[src/hdl/sst_pkg.sv]
// Types and codes shared by the swap slot table modules.
package sst_pkg;

   localparam logic [1:0] REQ_LOOKUP  = 2'd0;
   localparam logic [1:0] REQ_STORE   = 2'd1;
   localparam logic [1:0] REQ_RELEASE = 2'd2;

   localparam logic [1:0] ST_DONE = 2'd0;
   localparam logic [1:0] ST_MISS = 2'd1;
   localparam logic [1:0] ST_FULL = 2'd2;

   localparam int Q_DEPTH = 2;
   localparam int Q_AW    = $clog2(Q_DEPTH);

   typedef enum logic [1:0] {
      OP_LOOKUP,
      OP_STORE,
      OP_RELEASE,
      OP_NOP
   } cmd_op_type;

   typedef struct packed {
      logic [1:0]  req_type;
      logic [14:0] owner_pid;
      logic [31:0] page_addr;
      logic [9:0]  slot_in;
   } sst_req_type;

   typedef struct packed {
      logic [1:0] status;
      logic [9:0] slot_out;
   } sst_rsp_type;

   typedef struct packed {
      cmd_op_type  op;
      logic [14:0] owner_pid;
      logic [31:0] page_addr;
      logic [9:0]  slot;
   } sst_cmd_type;

   typedef struct packed {
      logic        valid;
      logic [14:0] owner_pid;
      logic [31:0] page_addr;
   } sst_entry_type;

endpackage

[src/hdl/sst_queue.sv]
// Two-entry command queue between request decode and the scan engine.
module sst_queue (
   input  logic                 clock,
   input  logic                 reset,
   input  logic                 push,
   input  sst_pkg::sst_cmd_type push_data,
   input  logic                 pop,
   output sst_pkg::sst_cmd_type head,
   output logic                 empty,
   output logic                 full
);
   import sst_pkg::*;

   sst_cmd_type       entries_ff [Q_DEPTH];
   logic [Q_AW-1:0]   wr_ptr_ff, wr_ptr_in;
   logic [Q_AW-1:0]   rd_ptr_ff, rd_ptr_in;
   logic [Q_AW:0]     count_ff, count_in;
   logic              do_push, do_pop;

   assign empty   = (count_ff == '0);
   assign full    = (count_ff == (Q_AW+1)'(Q_DEPTH));
   assign head    = entries_ff[rd_ptr_ff];
   assign do_push = push && !full;
   assign do_pop  = pop && !empty;

   always_comb begin
      wr_ptr_in = do_push ? wr_ptr_ff + 1'b1 : wr_ptr_ff;
      rd_ptr_in = do_pop ? rd_ptr_ff + 1'b1 : rd_ptr_ff;
      count_in  = count_ff + (Q_AW+1)'(do_push) - (Q_AW+1)'(do_pop);
   end

   always_ff @(posedge clock) begin
      if (reset) begin
         wr_ptr_ff <= '0;
         rd_ptr_ff <= '0;
         count_ff  <= '0;
      end else begin
         wr_ptr_ff <= wr_ptr_in;
         rd_ptr_ff <= rd_ptr_in;
         count_ff  <= count_in;
      end
      if (do_push) begin
         entries_ff[wr_ptr_ff] <= push_data;
      end
   end

endmodule

[config.mk]
export PLATFORM = sky130hd
export DESIGN_NAME = sst_queue
export DESIGN_NICKNAME = d
export VERILOG_FILES = /design/src/hdl/sst_pkg.sv /design/src/hdl/sst_queue.sv
export SDC_FILE = /design/constraint.sdc
export NUM_CORES = 1
export LEC_CHECK = 0
export CORE_MARGIN = 4
export CORE_UTILIZATION = 45
export CTS_CLUSTER_DIAMETER = 120
export DETAILED_ROUTE_END_ITERATION = 6
export DONT_BUFFER_PORTS = 1
export PLACE_DENSITY = 0.68
export SETUP_SLACK_MARGIN = 0.4
export SYNTH_ARGS = -nofsm -noshare
export SYNTH_HDL_FRONTEND = slang
export SYNTH_SLANG_ARGS = --single-unit
[constraint.sdc]
create_clock -name clock -period 3.65 [get_ports clock]
set_clock_uncertainty 0.15 [all_clocks]
set_input_delay 0.1825 -clock clock [delete_from_list [all_inputs] [get_ports clock]]
set_output_delay 0.1825 -clock clock [all_outputs]
set_load 0.02 [all_outputs]
==> flow_metrics.py <==
metrics = {
    "placed_design": {
        "port_buffers": 0,
        "dp_hpwl_mm": 5.06,
        "place_congestion": 0.662,
        "place_ws_ns": 1.30,
        "placed_area_sq_mm": 0.00469,
    },
    "finish": {
        "regArea_sq_mm": 0.00364,
        "area_growth_pct": 29.5,
        "nFillCells": 709,
        "fin_util_pct": 60.1,
        "finalInstanceArea_sq_mm": 0.00587,
        "drive_gt1_share_pct": 31.5,
        "multi_input_area_sq_um": 821,
        "antenna_cells": 0,
        "nNetsFinal": 357,
    },
    "routing": {
        "drt-total-wl_mm": 8.33,
        "num_vias": 2146,
        "wl_per_cell_microns": 19.0,
        "vias_per_cell": 4.90,
        "drtPass1Iterations": 4,
        "postRouteAntennaNets": 0,
        "post-route-drc-count": 0,
        "drt_iter0_drc": 74,
    },
    "sta": {
        "period_needed_ns": 2.51,
        "hold_viol_final": 0,
        "timing.final.crit_share_pct": 68.8,
        "max_freq_mhz": 398,
        "fin_ws_ns": 1.14,
        "worstMarginPinSlew_ns": 0.713,
        "setup_viol": 0,
        "fin_setup_tns_ns": 0,
        "rsz0062_at_grt": "false",
        "max_slew_margin_pct": 52.4,
        "slew_viol_final": 0,
    },
    "worst_setup_path": {
        "reg2reg_slack_ns": 1.26,
        "critPathKind": "flip-flop to output pin",
        "arrival_ns": 2.18,
        "cp-end-kind": "output pin",
        "reg2reg_to": "entries_ff[0][37]",
        "reg2reg_depth": 5,
        "worstReg2RegStart": "count_ff[0]",
        "startpoint_type": "flip-flop",
        "critPathRequiredTime_ns": 3.32,
        "path_max_fanout": 27,
    },
    "power_and_ir_drop": {
        "power.total_mw": 4.46,
        "comb_power_share_pct": 23.3,
        "power_frac_seq_pct": 42.6,
        "ir_drop_mv": 0.510,
        "p_switching_mw": 1.32,
        "clockPowerShare_pct": 34.1,
        "p_leak_nw": 2.02,
        "p_sw_share_pct": 29.6,
        "p_per_area_mw_per_mm2": 760,
        "p_int_mw": 3.14,
    },
    "logic_synthesis": {
        "ys_seq_elements": 123,
        "synth.distinct_cells": 22,
        "ys.flop_type": "edfxtp_1",
        "syn-num-nets": 276,
        "synth_edf_count": 118,
        "syn_avg_cell_area_sq_um": 21.5,
        "async_flop_share_pct": 0,
        "seq_area_frac_synth_pct": 80.4,
        "ys_warn_count": 0,
        "syn_area_sq_mm": 0.00453,
        "postSynthCellCount": 211,
    },
    "die": {
        "die_x_microns": 108,
        "start_util_pct": 46.4,
        "io_pins": 124,
        "die_area_sq_mm": 0.0117,
        "num_rows": 36,
        "coreArea_sq_mm": 0.00977,
        "die_h_microns": 108,
    },
    "grt": {
        "antenna_found_initial": 0,
        "grt_first_pass_wirelength_mm": 12.6,
        "grt.overflow.total": 0,
        "track_usage_pct": 15.0,
        "grt_pass1_vias": 2357,
        "grt_max_degree": 33,
    },
    "clocking": {
        "cts_sinks": 123,
        "postCtsHoldBufs": 63,
        "cts_buffers": 17,
        "clk-insertion-delay-late_ns": 0.51,
        "cts_resized": 0,
        "clk_pin_slew_ns": 0.06,
        "cts-root-buf": "clkbuf_8",
        "postCtsSetupBuffers": 0,
        "htree_levels": 4,
        "cts_tree": "done",
        "cts_buffer_depth": 2,
    },
    "worst_hold_path": {
        "hold_class": "primary input to flip-flop",
        "hp-start": "push",
        "min_path_cells": 1,
        "worst_hold_path.endpoint": "entries_ff[1][57]",
    },
    "run_status": {
        "status": "completed",
    },
    "flow_run": {
        "cap_viol_max_count": 0,
    },
}
==> cells by family (layout without fill, tap and decap cells) <==
kind of cell               after synthesis  count (layout)  synth area share (%)
AOI/OAI and AO/OA                        3               3                 0.386
xor gates and xnor gates                 2               2                 0.386
adders and majority gates                2               2                 0.552
buffers and inverters                   11             105                  1.52
DFF                                    123             123                  80.4
muxes                                   59              59                  15.5
and+or+nand+nor                         11              11                  1.30
==> per-layer routing <==
| layer | up-vias | wire (microns) | GRT usage [%] | part of all wire (%) |
|---|---|---|---|---|
| li1 | 988 | - | - | - |
| met1 | 1067 | 2840 | 14.6 | 34 |
| met2 | 80 | 4680 | 26.8 | 56 |
| met3 | 11 | 663 | 6.81 | 8.0 |
| met4 | 0 | 144 | 7.57 | 1.7 |
| met5 | - | 0 | 0 | 0 |
==> stage by stage <==
step	instances	hold slack, ns
floorplan	211	0.102
global placement	343	0.100
detailed placement	343	0.101
global route	438	0.0264
CTS	438	0.00926
finish	438	0.0334
==> how the worst max path moves through the flow <==
stage	depth (start not counted)	slack, ns	from	endpoint
final	2	1.14	flip-flop	head[11]
after global routing	2	1.01	flip-flop	head[55]
after CTS	2	1.04	flip-flop	head[11]
after detailed placement	5	1.30	count_ff[0]	entries_ff[0][26]
after global placement	5	1.34	count_ff[0]	entries_ff[0][26]
after floorplan	4	1.04	count_ff[0]	entries_ff[0][0]
==> power groups by stage <==
stage	logic (mW)	registers [mW]	clock network (mW)
after floorplan	0.894	1.87	0
after global placement	0.973	1.92	0
after detailed placement	0.982	1.94	0
after CTS	1.06	1.91	1.55
after global routing	1.11	1.93	1.62
final	1.04	1.90	1.52
==> worst max-delay path: stages (launching register included) <==
cell     delay (ns)
dfxtp_2        0.79
buf_4          0.42
mux2_2         0.45
==> layout make-up <==
class / count / area share, %
Timing Repair Buffer: 69 / 11.5
Sequential cell: 123 / 62.1
Clock buffer: 18 / 7.12
Inverter: 4 / 0.256
Tap cell: 133 / 2.83
Multi-Input combinational cell: 77 / 14.0
Clock inverter: 14 / 2.22
==> flip-flops by register name (all words and copies together) (netlist names), named ones only <==
register    cells
wr_ptr_ff       1
count_ff        2
rd_ptr_ff       1
entries_ff    118
==> cell usage after synthesis, types with 2 or more instances <==
library cell  instances  share of area (%)
mux2_2               49                 12
buf_6                 3               0.75
buf_2                 4               0.44
ha_1                  2               0.55
edfxtp_1            118                 78
dfxtp_1               5                2.2
inv_1                 3               0.25
mux2_4               10                3.3
nor2_1                4               0.33
==> layout by cell type, fill, tap and decap left out, types with 2 or more instances in the layout <==
cell / count
inv_1: 2
dfxtp_1: 4
mux2_4: 10
dlygate4sd3_1: 63
nor2_1: 4
inv_2: 2
clkinvlp_4: 5
clkbuf_16: 16
bufinv_16: 2
edfxtp_1: 118
clkinv_1: 5
ha_1: 2
mux2_2: 49
buf_4: 6
(Power assumes the default switching activity.)
